===== config.mk =====
export PLATFORM = sky130hd
export DESIGN_NAME = lst_cell
export DESIGN_NICKNAME = d
export VERILOG_FILES = /design/src/rtl/core/lst_pkg.sv /design/src/rtl/core/lst_cell.sv
export SDC_FILE = /design/constraint.sdc
export NUM_CORES = 1
export LEC_CHECK = 0
export BUFFER_PORTS_ARGS = -buffer_cell sky130_fd_sc_hd__buf_2
export CELL_PAD_IN_SITES_DETAIL_PLACEMENT = 1
export CELL_PAD_IN_SITES_GLOBAL_PLACEMENT = 1
export CORE_MARGIN = 3
export CORE_UTILIZATION = 35
export CTS_CLUSTER_DIAMETER = 120
export DETAILED_ROUTE_END_ITERATION = 10
export PLACE_DENSITY_LB_ADDON = 0.1
export SETUP_SLACK_MARGIN = 0.5
export SLEW_MARGIN = 20
export SYNTH_ARGS = -nofsm -noshare
export SYNTH_HDL_FRONTEND = slang
export SYNTH_SLANG_ARGS = --single-unit

===== constraint.sdc =====
create_clock -name clk -period 2.6 [get_ports clk]
set_input_delay 0.26 -clock clk [delete_from_list [all_inputs] [get_ports clk]]
set_output_delay 0.26 -clock clk [all_outputs]
set_load 0.02 [all_outputs]

===== src/rtl/core/lst_pkg.sv =====
package lst_pkg;

	localparam int SLOT_W = 7;
	localparam int ADDR_W = 14;
	localparam int ST_W   = 7;
	localparam int SSC_W  = 3;

	localparam logic [2:0] OP_FIND     = 3'd0;
	localparam logic [2:0] OP_FIND_ADD = 3'd1;
	localparam logic [2:0] OP_REQUEST  = 3'd2;
	localparam logic [2:0] OP_DISPATCH = 3'd3;
	localparam logic [2:0] OP_MOVE     = 3'd4;
	localparam logic [2:0] OP_WRITE    = 3'd5;
	localparam logic [2:0] OP_READ     = 3'd6;

	localparam logic [2:0] RK_NONE     = 3'd0;
	localparam logic [2:0] RK_DATA     = 3'd1;
	localparam logic [2:0] RK_NO_SLOT  = 3'd2;
	localparam logic [2:0] RK_ILLEGAL  = 3'd3;
	localparam logic [2:0] RK_WRITTEN  = 3'd4;

	localparam logic [SLOT_W-1:0] REPORT_LIMIT = 7'd120;
	localparam logic [ST_W-1:0]   ST_IN_USE    = 7'h30;
	localparam logic [ST_W-1:0]   ST_ALLOC     = 7'h10;
	localparam logic [1:0]        USE_COMMON   = 2'b11;
	localparam logic [1:0]        USE_FREE     = 2'b00;
	localparam logic [SSC_W-1:0]  SSC_RESET    = 3'd7;

	typedef struct packed {
		logic [2:0]        opcode;
		logic [ADDR_W-1:0] loco_address;
		logic [SLOT_W-1:0] slot_src;
		logic [SLOT_W-1:0] slot_dst;
		logic [ST_W-1:0]   status_in;
	} lst_in_t;

	typedef struct packed {
		logic [2:0]        reply_kind;
		logic [SLOT_W-1:0] slot_number;
		logic [ST_W-1:0]   slot_status;
		logic [ADDR_W-1:0] slot_address;
		logic              slot_data_valid;
	} lst_out_t;

	// scan word walking the cell chain
	typedef struct packed {
		logic              valid;
		logic              hit;
		logic [SLOT_W-1:0] hit_idx;
		logic [ST_W-1:0]   hit_status;
		logic [ADDR_W-1:0] hit_addr;
		logic              free_ok;
		logic [SLOT_W-1:0] free_idx;
		logic              tgt_ok;
		logic [ST_W-1:0]   tgt_status;
		logic [ADDR_W-1:0] tgt_addr;
	} lst_tok_t;

	typedef struct packed {
		logic              en;
		logic [SLOT_W-1:0] idx;
		logic [ADDR_W-1:0] addr;
		logic [ST_W-1:0]   status;
	} lst_wr_t;

	function automatic lst_out_t lst_report(input logic [SLOT_W-1:0] slot,
			input logic [ST_W-1:0] st, input logic [ADDR_W-1:0] ad);
		lst_out_t o;
		o = '0;
		o.slot_number = slot;
		if (slot < REPORT_LIMIT) begin
			o.reply_kind      = RK_DATA;
			o.slot_data_valid = 1'b1;
			o.slot_status     = st;
			o.slot_address    = ad;
		end
		return o;
	endfunction

endpackage


===== src/rtl/core/lst_cell.sv =====
module lst_cell import lst_pkg::*; (
	input  logic              clk,
	input  logic              arst_n,
	input  logic [SLOT_W-1:0] slot_idx,
	input  logic [ADDR_W-1:0] query,
	input  logic [SLOT_W-1:0] target,
	input  lst_wr_t           wr,
	input  lst_tok_t          tok_in,
	output lst_tok_t          tok_out
);

	logic [ADDR_W-1:0] addr_q;
	logic [ST_W-1:0]   status_q;
	lst_tok_t          tok_q;
	lst_tok_t          tok_nxt;

	always_comb begin
		tok_nxt = tok_in;
		if (!tok_in.hit && addr_q == query) begin
			tok_nxt.hit        = 1'b1;
			tok_nxt.hit_idx    = slot_idx;
			tok_nxt.hit_status = status_q;
			tok_nxt.hit_addr   = addr_q;
		end
		if (!tok_in.free_ok && status_q[5:4] == USE_FREE) begin
			tok_nxt.free_ok  = 1'b1;
			tok_nxt.free_idx = slot_idx;
		end
		if (slot_idx == target) begin
			tok_nxt.tgt_ok     = 1'b1;
			tok_nxt.tgt_status = status_q;
			tok_nxt.tgt_addr   = addr_q;
		end
	end

	always_ff @(posedge clk or negedge arst_n) begin
		if (!arst_n) begin
			addr_q   <= '0;
			status_q <= '0;
			tok_q    <= '0;
		end else begin
			if (wr.en && wr.idx == slot_idx) begin
				addr_q   <= wr.addr;
				status_q <= wr.status;
			end
			tok_q <= tok_nxt;
		end
	end

	assign tok_out = tok_q;

endmodule


==> results by stage <==
Power:
- Sequential cells burn 52.4% of the power.
- The static leakage power is 0.002429 uW.
- VDD sags by at most 0.2644 mV.
- Of the total power, combinational logic draws 17.8%.
- After layout, the design draws a total of 2728 uW.
- The power density over cell area is 581.6 mW/mm^2.
- The reported net switching power is 751.3 uW.
- The internal power component is 1976 uW.
- The clock network is responsible for 29.8% of the overall power.
- In this run switching power makes up 27.54% of total power.

Routing:
- Using the TritonRoute via totals, the vias-per-cell ratio works out to 4.526.
- The iteration count of the initial detailed-routing pass is 4.
- After detailed routing, the number of remaining DRC violations is 0.
- The via count of the routed design is 2,417.
- In this run the remaining antenna-violating nets after routing total 0.
- In this run, the number of DRC markers left after iteration 0 of detailed routing was 42.
- The total wire length is 9015 microns.
- The average wire length per cell after detail routing is 16.88 microns.

Timing:
- The worst slew margin relative to its limit is 67.90%.
- The number of pins with negative max-slew slack in the final report is 0.
- Setup repair after global routing left no endpoint under its margin.
- The maximum clock rate is 537.3 MHz.
- The sum of negative setup slack is 0 ns.
- The final setup violation count is 0.
- Between clock sinks in the finished design, the worst skew comes to 0.01459 ns.
- The final clock period utilization by the worst path is 71.58%.
- The final-report hold violation count is 0.
- At the pin with the least slew margin, the transition time is 0.4816 ns.
- The time the worst path needs with I/O delays and setup is 1.861 ns.

Global route:
- The number of antenna violations at the first check in global routing is 0.
- The first global-routing pass estimated 13,920 microns of wire.
- Global routing consumed, over all layers together, 16.57% of the routing resources.
- The via count of the first global-routing pass was 2,614.
- Entering global routing, the biggest net connects 47 pins.
- The global route total overflow is 0.

Yosys:
- Synthesis produced 207 cells.
- In the post-synthesis netlist, the cell with the most instances is sky130_fd_sc_hd__dfrtp_1.
- The count of different cell masters after synthesis is 16.
- The number of storage elements in the synthesis netlist is 81.
- The synthesis warning total is 0.
- Of all cell types, the one taking the most synthesized area is sky130_fd_sc_hd__dfrtp_1.
- Counting instances in the post-synthesis netlist gives the leading cell types as sky130_fd_sc_hd__dfrtp_1 (81), sky130_fd_sc_hd__mux2_2 (57), sky130_fd_sc_hd__mux2_4 (20).
- The most frequently used flop master after synthesis is sky130_fd_sc_hd__dfrtp_1.
- The share of synthesized area occupied by flip-flops and latches is 59.93%.
- The area fraction of the dominant cell type after synthesis is 59.93%.
- The number of nets handed over by synthesis was 326.
- The post-synthesis area per instance is 16.34 sq um.
- In the post-synthesis netlist, the biggest area contributors are sky130_fd_sc_hd__dfrtp_1 (60%), sky130_fd_sc_hd__mux2_2 (19%), sky130_fd_sc_hd__mux2_4 (8.9%).
- The netlist area before placement is 0.003382 sq mm.
- The share of synthesized flip-flops with an asynchronous set or reset is 100.0%.
- Yosys mapped a number of flops with a built-in enable equal to 0.

Clock tree:
- TritonCTS created 9 clock buffers.
- The clock reaches the later pin of the worst-skew pair after 0.35 ns.
- In this run the number of H-tree levels came out at 3.
- The clock-pin transition on the worst setup and hold timing paths is 0.08 ns.
- TritonCTS built the clock tree.
- The longest clock path from root to sink contains 2 buffers.
- The count of clock tree sinks is 81.
- The cell at the root of the clock tree is sky130_fd_sc_hd__clkbuf_8.

Setup path:
- The worst setup path is of the reg -> reg kind.
- Of all nets on the critical path, the largest fanout is 19.
- The kind of end point of the critical path is a flip-flop.
- The startpoint kind of the worst setup timing path is a flip-flop.
- The critical path arrival is 2.09 ns.
- STA puts the critical path data required time at 2.83 ns.

Final layout:
- Compared with the post-synthesis result, the final layout area differs by 38.66%.
- For this run, the post-layout net count is 519.
- The count of antenna diodes in the layout is 0.
- The layout cell share with drive strength beyond 1 is 70.37%.
- The finished layout cell area is 0.004690 sq mm.

Die:
- For this configuration, the core starts out at a cell density of 36.26%.
- The vertical die dimension is 104.3 microns.
- The core outline area is 0.009328 sq mm.
- From left edge to right edge, the die measures 104.3 microns.
- During I/O placement, the number of pins put on the boundary was 179.
- The floorplan step defined a die boundary enclosing 0.01088 sq mm.
- The number of rows in the core area is 35.

Job:
- The number of max-capacitance violations reported is 0.

Place:
- The weighted congestion reported at the end of routability-driven placement is 0.6893.
- The cell area after placement is 0.004473 sq mm.
- The wire-length estimate of the detail-placed layout is 6963 microns.
- During placement, the flow inserted port buffers numbering 178.

Min path:
- The tightest min-delay check is of the in -> reg type.

Status:
- The run finished with clean final reports.
-- kinds of logic after synthesis --
| kind of cell | after synthesis | share of synthesized area (%) |
|---|---|---|
| flip-flops | 81 | 59.93 |
| AND/OR/NAND/NOR | 13 | 3.182 |
| XOR/XNOR | 28 | 7.251 |
| buffers and inverters | 6 | 1.258 |
| AO/OA/AOI/OAI | 2 | 0.5180 |
| multiplexers | 77 | 27.86 |
-- per-layer routing --
metal  up-vias  routed length, microns  GRT usage [%]
met1      1184                    3556          19.10
met5         -                       0              0
met4         0                     137          4.748
met2       112                    4502          27.54
met3        13                     820          7.759
li1       1108                       -              -
-- layout make-up --
type / instances / area (sq um)
flip-flops and latches: 81 / 2027
fillers: 1025 / 4638
clock buffers: 11 / 141.4
clock inverters: 5 / 31.28
multi-input cells: 120 / 1330
well taps: 129 / 161.4
repair buffers: 188 / 998.5
-- placed cells by master, fill, tap and decap left out --
cell type	count
sky130_fd_sc_hd__clkinv_4	1
sky130_fd_sc_hd__nor3_1	2
sky130_fd_sc_hd__mux2_2	57
sky130_fd_sc_hd__or2_2	1
sky130_fd_sc_hd__buf_2	177
sky130_fd_sc_hd__buf_12	2
sky130_fd_sc_hd__dfrtp_1	81
sky130_fd_sc_hd__clkinv_2	3
sky130_fd_sc_hd__nor2_1	1
sky130_fd_sc_hd__clkbuf_8	10
sky130_fd_sc_hd__nor2_2	1
sky130_fd_sc_hd__dlygate4sd3_1	2
sky130_fd_sc_hd__nand4_4	1
sky130_fd_sc_hd__clkbuf_1	1
sky130_fd_sc_hd__mux2_4	20
sky130_fd_sc_hd__a41o_1	1
sky130_fd_sc_hd__xor2_1	17
sky130_fd_sc_hd__nor4_2	3
sky130_fd_sc_hd__nand4_1	3
sky130_fd_sc_hd__buf_4	7
sky130_fd_sc_hd__clkinvlp_4	1
sky130_fd_sc_hd__nor4_4	1
sky130_fd_sc_hd__xnor2_1	11
sky130_fd_sc_hd__o21bai_1	1
-- flip-flops by register name, indices dropped and copies added, names as in the netlist --
name	count
status_q	7
tok_out	60
addr_q	14
-- path summary, 6_finish.rpt --
kind / cells past startpoint / to / slack [ns] / from
setup / recovery: 5 / tok_out[55] / 0.74 / addr_q[11]
hold / removal: 2 / tok_out[21] / 0.12 / tok_in[21]
setup reg to reg: 5 / tok_out[55] / 0.74 / addr_q[11]
hold reg to reg: 1 / tok_out[44] / 0.53 / status_q[0]
max in group asynchronous: 3 / tok_out[23] / 1.56 / arst_n
min in group asynchronous: 2 / tok_out[39] / 0.41 / arst_n
-- what timing repair did --
| action | in CTS | in global routing |
|---|---|---|
| setup buffers | 2 | 0 |
| endpoints found under the hold margin | 35 | 1 |
| hold buffers | 1 | 1 |
| gates resized for setup | 1 | 0 |
| setup endpoints to repair | 19 | 0 |
-- metrics by stage --
| step | cells | worst slack (ns) | hold WS, ns | util (%) |
|---|---|---|---|---|
| 2_1_floorplan | 207 | 0.7927 | -0.03559 | - |
| 3_3_place_gp | 514 | 0.4733 | 0.2546 | 47.95 |
| 3_5_place_dp | 514 | 0.4410 | 0.2554 | 47.95 |
| 4_1_cts | 533 | 0.7169 | 0.0008848 | 50.17 |
| 5_1_grt | 534 | 0.6465 | 0.09336 | 50.28 |
| 6_report | 534 | 0.7390 | 0.1202 | 50.28 |
-- worst max-delay path: stages, from the launching register on --
cell	delay [ns]
sky130_fd_sc_hd__dfrtp_1	0.41
sky130_fd_sc_hd__xor2_1	0.18
sky130_fd_sc_hd__nor4_2	0.43
sky130_fd_sc_hd__nand4_4	0.20
sky130_fd_sc_hd__buf_12	0.22
sky130_fd_sc_hd__mux2_4	0.31
-- power groups by stage --
| stage | logic, uW | clock network, uW | registers (uW) |
|---|---|---|---|
| global placement | 479 | 0 | 1450 |
| CTS | 495 | 855 | 1430 |
| global route | 528 | 906 | 1440 |
| finish | 486 | 814 | 1430 |
| detailed placement | 487 | 0 | 1460 |
| floorplan | 182 | 0 | 1520 |
Note: power is estimated with default switching activity, not from simulation.
