`config.mk`:
```
export PLATFORM = sky130hd
export DESIGN_NAME = lst_ctrl
export DESIGN_NICKNAME = d
export VERILOG_FILES = /design/src/rtl/core/lst_pkg.sv /design/src/rtl/core/lst_ctrl.sv
export SDC_FILE = /design/constraint.sdc
export NUM_CORES = 1
export LEC_CHECK = 0
export BUFFER_PORTS_ARGS = -buffer_cell sky130_fd_sc_hd__buf_2
export CAP_MARGIN = 20
export CORE_ASPECT_RATIO = 1.4
export CORE_MARGIN = 3
export CORE_UTILIZATION = 47
export CTS_CLUSTER_DIAMETER = 120
export DETAILED_ROUTE_END_ITERATION = 16
export HOLD_SLACK_MARGIN = 0.05
export PLACE_DENSITY_LB_ADDON = 0.12
export SYNTH_ARGS = -nofsm -noshare
export SYNTH_HDL_FRONTEND = slang
export SYNTH_SLANG_ARGS = --single-unit
```
`constraint.sdc`:
```
create_clock -name clk -period 4.1 [get_ports clk]
set_clock_uncertainty 0.1 [all_clocks]
set_input_delay 0.41 -clock clk [delete_from_list [all_inputs] [get_ports clk]]
set_output_delay 0.41 -clock clk [all_outputs]
set_load 0.005 [all_outputs]
```
`src/rtl/core/lst_pkg.sv`:
```
package lst_pkg;

	localparam int SLOT_W = 7;
	localparam int ADDR_W = 14;
	localparam int ST_W   = 7;
	localparam int SSC_W  = 3;

	localparam logic [2:0] OP_FIND     = 3'd0;
	localparam logic [2:0] OP_FIND_ADD = 3'd1;
	localparam logic [2:0] OP_REQUEST  = 3'd2;
	localparam logic [2:0] OP_DISPATCH = 3'd3;
	localparam logic [2:0] OP_MOVE     = 3'd4;
	localparam logic [2:0] OP_WRITE    = 3'd5;
	localparam logic [2:0] OP_READ     = 3'd6;

	localparam logic [2:0] RK_NONE     = 3'd0;
	localparam logic [2:0] RK_DATA     = 3'd1;
	localparam logic [2:0] RK_NO_SLOT  = 3'd2;
	localparam logic [2:0] RK_ILLEGAL  = 3'd3;
	localparam logic [2:0] RK_WRITTEN  = 3'd4;

	localparam logic [SLOT_W-1:0] REPORT_LIMIT = 7'd120;
	localparam logic [ST_W-1:0]   ST_IN_USE    = 7'h30;
	localparam logic [ST_W-1:0]   ST_ALLOC     = 7'h10;
	localparam logic [1:0]        USE_COMMON   = 2'b11;
	localparam logic [1:0]        USE_FREE     = 2'b00;
	localparam logic [SSC_W-1:0]  SSC_RESET    = 3'd7;

	typedef struct packed {
		logic [2:0]        opcode;
		logic [ADDR_W-1:0] loco_address;
		logic [SLOT_W-1:0] slot_src;
		logic [SLOT_W-1:0] slot_dst;
		logic [ST_W-1:0]   status_in;
	} lst_in_t;

	typedef struct packed {
		logic [2:0]        reply_kind;
		logic [SLOT_W-1:0] slot_number;
		logic [ST_W-1:0]   slot_status;
		logic [ADDR_W-1:0] slot_address;
		logic              slot_data_valid;
	} lst_out_t;

	// scan word walking the cell chain
	typedef struct packed {
		logic              valid;
		logic              hit;
		logic [SLOT_W-1:0] hit_idx;
		logic [ST_W-1:0]   hit_status;
		logic [ADDR_W-1:0] hit_addr;
		logic              free_ok;
		logic [SLOT_W-1:0] free_idx;
		logic              tgt_ok;
		logic [ST_W-1:0]   tgt_status;
		logic [ADDR_W-1:0] tgt_addr;
	} lst_tok_t;

	typedef struct packed {
		logic              en;
		logic [SLOT_W-1:0] idx;
		logic [ADDR_W-1:0] addr;
		logic [ST_W-1:0]   status;
	} lst_wr_t;

	function automatic lst_out_t lst_report(input logic [SLOT_W-1:0] slot,
			input logic [ST_W-1:0] st, input logic [ADDR_W-1:0] ad);
		lst_out_t o;
		o = '0;
		o.slot_number = slot;
		if (slot < REPORT_LIMIT) begin
			o.reply_kind      = RK_DATA;
			o.slot_data_valid = 1'b1;
			o.slot_status     = st;
			o.slot_address    = ad;
		end
		return o;
	endfunction

endpackage

```
`src/rtl/core/lst_ctrl.sv`:
```
module lst_ctrl import lst_pkg::*; (
	input  logic              clk,
	input  logic              arst_n,
	input  logic              cfg_we,
	input  logic [SSC_W-1:0]  cfg_wdata,
	input  logic              in_valid,
	output logic              in_stall,
	input  lst_in_t           in_word,
	output logic              out_valid,
	input  logic              out_stall,
	output lst_out_t          out_word,
	output lst_tok_t          start,
	output logic [ADDR_W-1:0] query,
	output logic [SLOT_W-1:0] target,
	input  lst_tok_t          tok_end,
	output lst_wr_t           wr
);

	typedef enum logic [1:0] {
		IDLE,
		SCAN,
		FIN
	} state_t;

	state_t            state_q;
	logic [SSC_W-1:0]  ssc_q;
	logic [SLOT_W-1:0] disp_q;
	lst_in_t           item_q;
	logic [SLOT_W-1:0] target_q;
	logic              start_q;
	lst_tok_t          end_q;
	logic              out_valid_q;
	lst_out_t          out_q;
	lst_wr_t           wr_q;

	logic              accept;
	logic              out_free;
	logic [SLOT_W-1:0] tgt_sel;

	lst_out_t          fin_out;
	lst_wr_t           fin_wr;
	logic [SLOT_W-1:0] fin_disp;

	logic              adr_nz;
	logic              found;
	logic              alloc;
	logic [SLOT_W-1:0] lk_slot;
	logic [ST_W-1:0]   lk_st;
	logic [ADDR_W-1:0] lk_ad;
	logic [ST_W-1:0]   mark_st;
	logic [ADDR_W-1:0] tgt_ad;

	assign in_stall = (state_q != IDLE);
	assign accept   = in_valid && !in_stall;
	assign out_free = !out_valid_q || !out_stall;

	assign tgt_sel = ((in_word.opcode == OP_MOVE && in_word.slot_src == '0) ||
		(in_word.opcode == OP_REQUEST && in_word.loco_address == '0)) ?
		disp_q : in_word.slot_src;

	always_comb begin
		adr_nz  = (item_q.loco_address != '0);
		found   = adr_nz && end_q.hit;
		alloc   = adr_nz && !end_q.hit && end_q.free_ok;
		lk_slot = '0;
		lk_st   = '0;
		lk_ad   = '0;
		if (found) begin
			lk_slot = end_q.hit_idx;
			lk_st   = end_q.hit_status;
			lk_ad   = end_q.hit_addr;
		end else if (alloc) begin
			lk_slot = end_q.free_idx;
			lk_st   = ST_ALLOC | {{(ST_W-SSC_W){1'b0}}, ssc_q};
			lk_ad   = item_q.loco_address;
		end
		mark_st = end_q.tgt_ok ? (end_q.tgt_status | ST_IN_USE) : '0;
		tgt_ad  = end_q.tgt_ok ? end_q.tgt_addr : '0;

		fin_out  = '0;
		fin_disp = disp_q;
		fin_wr   = '0;
		fin_wr.idx    = lk_slot;
		fin_wr.addr   = lk_ad;
		fin_wr.status = lk_st;

		unique case (item_q.opcode)
			OP_FIND: begin
				fin_out.slot_number = found ? end_q.hit_idx : '0;
			end
			OP_FIND_ADD: begin
				fin_wr.en = alloc;
				if (alloc) begin
					fin_out = lst_report(lk_slot, lk_st, lk_ad);
				end else begin
					fin_out.slot_number = lk_slot;
				end
			end
			OP_REQUEST: begin
				fin_wr.en = alloc;
				if (disp_q != '0 && !adr_nz) begin
					fin_out = lst_report(disp_q, end_q.tgt_status, end_q.tgt_addr);
					if (!end_q.tgt_ok) begin
						fin_out.slot_status  = '0;
						fin_out.slot_address = '0;
					end
				end else if (lk_slot == '0) begin
					fin_out.reply_kind = RK_NO_SLOT;
				end else begin
					fin_out = lst_report(lk_slot, lk_st, lk_ad);
				end
			end
			OP_DISPATCH: begin
				fin_wr.en = alloc;
				if (lk_st[5:4] == USE_COMMON) begin
					fin_disp = '0;
				end else begin
					fin_disp = lk_slot;
					if (alloc) begin
						fin_out = lst_report(lk_slot, lk_st, lk_ad);
					end else begin
						fin_out.slot_number = lk_slot;
					end
				end
			end
			OP_MOVE: begin
				fin_wr.idx    = target_q;
				fin_wr.addr   = end_q.tgt_addr;
				fin_wr.status = mark_st;
				if (item_q.slot_src == '0) begin
					if (disp_q != '0) begin
						fin_wr.en = end_q.tgt_ok;
						fin_out   = lst_report(disp_q, mark_st, tgt_ad);
						fin_disp  = '0;
					end else begin
						fin_out.reply_kind = RK_ILLEGAL;
					end
				end else if (item_q.slot_src == item_q.slot_dst) begin
					fin_wr.en = end_q.tgt_ok;
					fin_out   = lst_report(item_q.slot_src, mark_st, tgt_ad);
				end else if (item_q.slot_dst == '0) begin
					fin_disp = item_q.slot_src;
					fin_out  = lst_report(item_q.slot_src,
						end_q.tgt_ok ? end_q.tgt_status : '0, tgt_ad);
				end else begin
					fin_out.reply_kind = RK_ILLEGAL;
				end
			end
			OP_WRITE: begin
				fin_wr.en     = end_q.tgt_ok;
				fin_wr.idx    = item_q.slot_src;
				fin_wr.addr   = item_q.loco_address;
				fin_wr.status = item_q.status_in;
				fin_out = lst_report(item_q.slot_src,
					end_q.tgt_ok ? item_q.status_in : '0,
					end_q.tgt_ok ? item_q.loco_address : '0);
				fin_out.reply_kind = RK_WRITTEN;
			end
			OP_READ: begin
				fin_out = lst_report(item_q.slot_src,
					end_q.tgt_ok ? end_q.tgt_status : '0, tgt_ad);
			end
			default: begin
				fin_out = '0;
			end
		endcase
	end

	always_ff @(posedge clk or negedge arst_n) begin
		if (!arst_n) begin
			state_q     <= IDLE;
			ssc_q       <= SSC_RESET;
			disp_q      <= '0;
			start_q     <= 1'b0;
			out_valid_q <= 1'b0;
			wr_q        <= '0;
		end else begin
			if (cfg_we) begin
				ssc_q <= cfg_wdata;
			end
			start_q <= 1'b0;
			wr_q.en <= 1'b0;
			if (out_valid_q && !out_stall) begin
				out_valid_q <= 1'b0;
			end
			unique case (state_q)
				IDLE: begin
					if (accept) begin
						start_q <= 1'b1;
						state_q <= SCAN;
					end
				end
				SCAN: begin
					if (tok_end.valid) begin
						state_q <= FIN;
					end
				end
				FIN: begin
					if (out_free) begin
						out_valid_q <= 1'b1;
						disp_q      <= fin_disp;
						wr_q        <= fin_wr;
						state_q     <= IDLE;
					end
				end
				default: begin
					state_q <= IDLE;
				end
			endcase
		end
	end

	always_ff @(posedge clk) begin
		if (accept) begin
			item_q   <= in_word;
			target_q <= tgt_sel;
		end
		if (state_q == SCAN && tok_end.valid) begin
			end_q <= tok_end;
		end
		if (state_q == FIN && out_free) begin
			out_q <= fin_out;
		end
	end

	always_comb begin
		start       = '0;
		start.valid = start_q;
	end

	assign query     = item_q.loco_address;
	assign target    = target_q;
	assign wr        = wr_q;
	assign out_valid = out_valid_q;
	assign out_word  = out_q;

endmodule

```
==> flow_summary.json <==
{
  "synth_warnings": 0,
  "clk_pin_slew_worst_paths_ns": 0.07,
  "postSynth.asyncResetShare_pct": 24.0,
  "tns_ns": 0,
  "drv_cap": 0,
  "die_w_um": 121,
  "overflow": 0,
  "post-route-min-period_ns": 3.27,
  "routedWlPerCell_um": 22.0,
  "p_comb_share_pct": 25.4,
  "syn_to_final_growth_pct": 23.0,
  "num_antenna_cells": 0,
  "slew_viol_final": 0,
  "stdcell_count": 1203,
  "powerDensity_nw_per_um2": 569,
  "cts_tree": "done",
  "synth_seq_cells": 179,
  "seq_power_share_pct": 46.6,
  "synthFlopType": "edfxtp_1",
  "nFillCells": 1496,
  "cts_root_buf": "clkbuf_16",
  "hold_viol": 0,
  "clk_latency_ns": 0.43,
  "irDropWorstVdd_v": 0.000355,
  "htree_levels": 4,
  "synth_top_area_cell": "edfxtp_1",
  "rsz0062_at_grt": "false",
  "start_util_pct": 48.0,
  "track_usage_pct": 25.9,
  "yosysTopAreaCellShare_pct": 47.1,
  "drive_gt1_share_pct": 29.4,
  "internal_power_mw": 4.06,
  "switchingPower_mw": 2.01,
  "clkPwrFrac_pct": 28.0,
  "synth_edf_count": 136,
  "core_um2": 18100,
  "dpl.cell_count": 1118,
  "dieArea_um2": 20100,
  "swShare_pct": 33.2,
  "wirelength_um": 26400,
  "hp-class": "primary input to register",
  "cellLeakagePower_nw": 4.48,
  "r2r_slack_ns": 0.83,
  "vias_per_cell": 5.60,
  "pin_count": 250,
  "power_mw": 6.07,
  "rows": 58,
  "grt_pass1_vias": 6919,
  "worst_pin_slew_ns": 0.910,
  "avgSynthCellArea_um2": 11.9,
  "io_buffer_count": 190,
  "netlist_instances": 732,
  "drtIter0Drc": 724,
  "cp.arrival_ns": 3.39,
  "drc": 0,
  "vias": 6736,
  "ant_nets": 0,
  "postCtsSetupBuffers": 0,
  "antenna_found_initial": 0,
  "post-route-period-util_pct": 79.7,
  "grt_max_degree": 58,
  "status": "finished, final reports clean",
  "max_freq_mhz": 306,
  "die_y_um": 167,
  "crit_path_start_kind": "register",
  "final_area_um2": 10700,
  "place_area_um2": 9540,
  "post-dp-hpwl_um": 18900,
  "criticalPathCategory": "register to register",
  "setup_viol": 0,
  "synth.area.top_cells": "edfxtp_1 47%, dfrtp_1 12%, buf_4 6.5%",
  "clock-sinks": 179,
  "clockBufferDepth": 2,
  "relSlewSlack_pct": 39.1,
  "end_kind": "register",
  "path_max_fanout": 15,
  "syn_area_um2": 8670,
  "nNetsFinal": 1056,
  "grt_first_pass_wirelength_um": 39400,
  "final_core_util_pct": 59.1,
  "ys_seq_area_share_pct": 59.5,
  "cts_buffers": 17,
  "dr.pass1.iters": 6,
  "routabilityCongestion": 0.889,
  "cp.required_ns": 4.23,
  "synth_cell_types": 63
}
==> power groups by stage <==
stage | logic [mW] | registers (mW) | clock network (mW)
2_1_floorplan | 0.943 | 2.76 | 0
3_3_place_gp | 1.47 | 2.85 | 0
3_5_place_dp | 1.50 | 2.86 | 0
4_1_cts | 1.54 | 2.83 | 1.72
5_1_grt | 1.69 | 2.87 | 1.80
6_report | 1.54 | 2.83 | 1.70
==> final timing paths <==
path                             start            to  cells after the start
max                          end_q[29]  out_word[11]                      7
min                        tok_end[12]     end_q[12]                      1
max reg2reg                  end_q[29]  out_word[11]                      7
min reg2reg                      wr[7]         wr[7]                      2
max in group asynchronous       arst_n         wr[9]                      3
min in group asynchronous       arst_n         wr[4]                      3
==> worst max-delay path: stages, from the launching register on <==
cell	delay (ns)
edfxtp_1	0.41
nor2b_2	0.60
buf_4	0.34
nor2b_1	0.19
nand2_1	0.13
o21ai_0	0.16
nand3_1	0.67
o221ai_1	0.44
==> final cells by class <==
type / count / area (um^2) / area share, %
flip-flops and latches: 179 / 5160 / 48.4
multi-input cells: 468 / 2920 / 27.4
repair buffers: 256 / 1580 / 14.8
clock buffers: 18 / 429 / 4.02
well taps: 240 / 300 / 2.81
clock inverters: 14 / 176 / 1.65
inverters: 28 / 105 / 0.985
==> through the flow <==
step / setup slack (ns) / hold slack (ns)
6_report: 0.833 / 0.0637
3_5_place_dp: 0.912 / 0.366
4_1_cts: 0.894 / 0.0503
5_1_grt: 0.580 / 0.0493
2_1_floorplan: 0.570 / 0.0144
3_3_place_gp: 0.952 / 0.359
==> state kept, by name, summed over array words and instances (netlist names) <==
name and cells:
out_word 32, query 14, target 7, disp_q 7, ssc_q 3, wr 29, state_q 2, end_q 59
out_valid 1, item_q 24, start_q 1
==> synth_stat cells, drive strengths merged, types with 3 or more instances <==
library cell and count:
mux2 17, nand2b 5, nand3 14, dfrtp 40, buf 85, o22ai 5, xnor2 7, and3 3
inv 28, a22oi 22, o21ai 40, o31ai 12, o221ai 18, or3 3, a21oi 11, o211ai 9
mux2i 8, nor2b 3, a31oi 9, o211a 11, nor3 10, dfstp 3, and2 16, nor2 26
nor4 12, edfxtp 136, clkbuf 30, or4 3, nand2 101, nand4 6, a221oi 5, a22o 8
==> cell usage in the layout, fill, tap and decap left out, types with 5 or more instances in the layout <==
cell type | Yosys | layout
a31oi_1 | 9 | 9
nor2_1 | 26 | 24
mux2i_1 | 8 | 8
and2_1 | 16 | 16
nor4_1 | 8 | 8
clkbuf_16 | 0 | 17
a22o_1 | 8 | 8
a22oi_1 | 22 | 22
o211a_1 | 11 | 11
inv_1 | 28 | 28
nand2_1 | 101 | 101
xnor2_1 | 7 | 7
buf_4 | 75 | 13
conb_1 | 1 | 59
dfrtp_1 | 40 | 40
o31ai_1 | 12 | 12
nand4_1 | 6 | 6
mux2_2 | 17 | 17
o221ai_1 | 9 | 9
nand3_1 | 14 | 14
o221ai_2 | 9 | 9
buf_2 | 9 | 190
o211ai_1 | 7 | 7
nor3_1 | 10 | 10
o21ai_0 | 39 | 39
dlygate4sd3_1 | 0 | 53
a21oi_1 | 11 | 11
o22ai_1 | 5 | 5
edfxtp_1 | 136 | 136
==> logic make-up after synthesis <==
group | count (synthesis) | synth area share, %
and+or+nand+nor | 211 | 11.9
DFF | 179 | 59.5
other | 1 | 0.0432
xor gates and xnor gates | 7 | 0.707
muxes | 25 | 3.13
buffers and inverters | 143 | 9.65
AOI/OAI and AO/OA | 166 | 15.1
==> layer usage <==
metal	share of wire, %	global-route usage (%)	up-vias
met5	0	0	-
met4	2.8	9.81	0
met3	6.6	4.35	49
met2	54	47.0	378
met1	37	30.2	3286
li1	-	-	3023
==> what timing repair did <==
item                                   4_1_cts  5_1_grt
gates resized for setup                      0        0
hold buffers                                44        9
endpoints found under the hold margin       83        9
(Power assumes the default switching activity.)
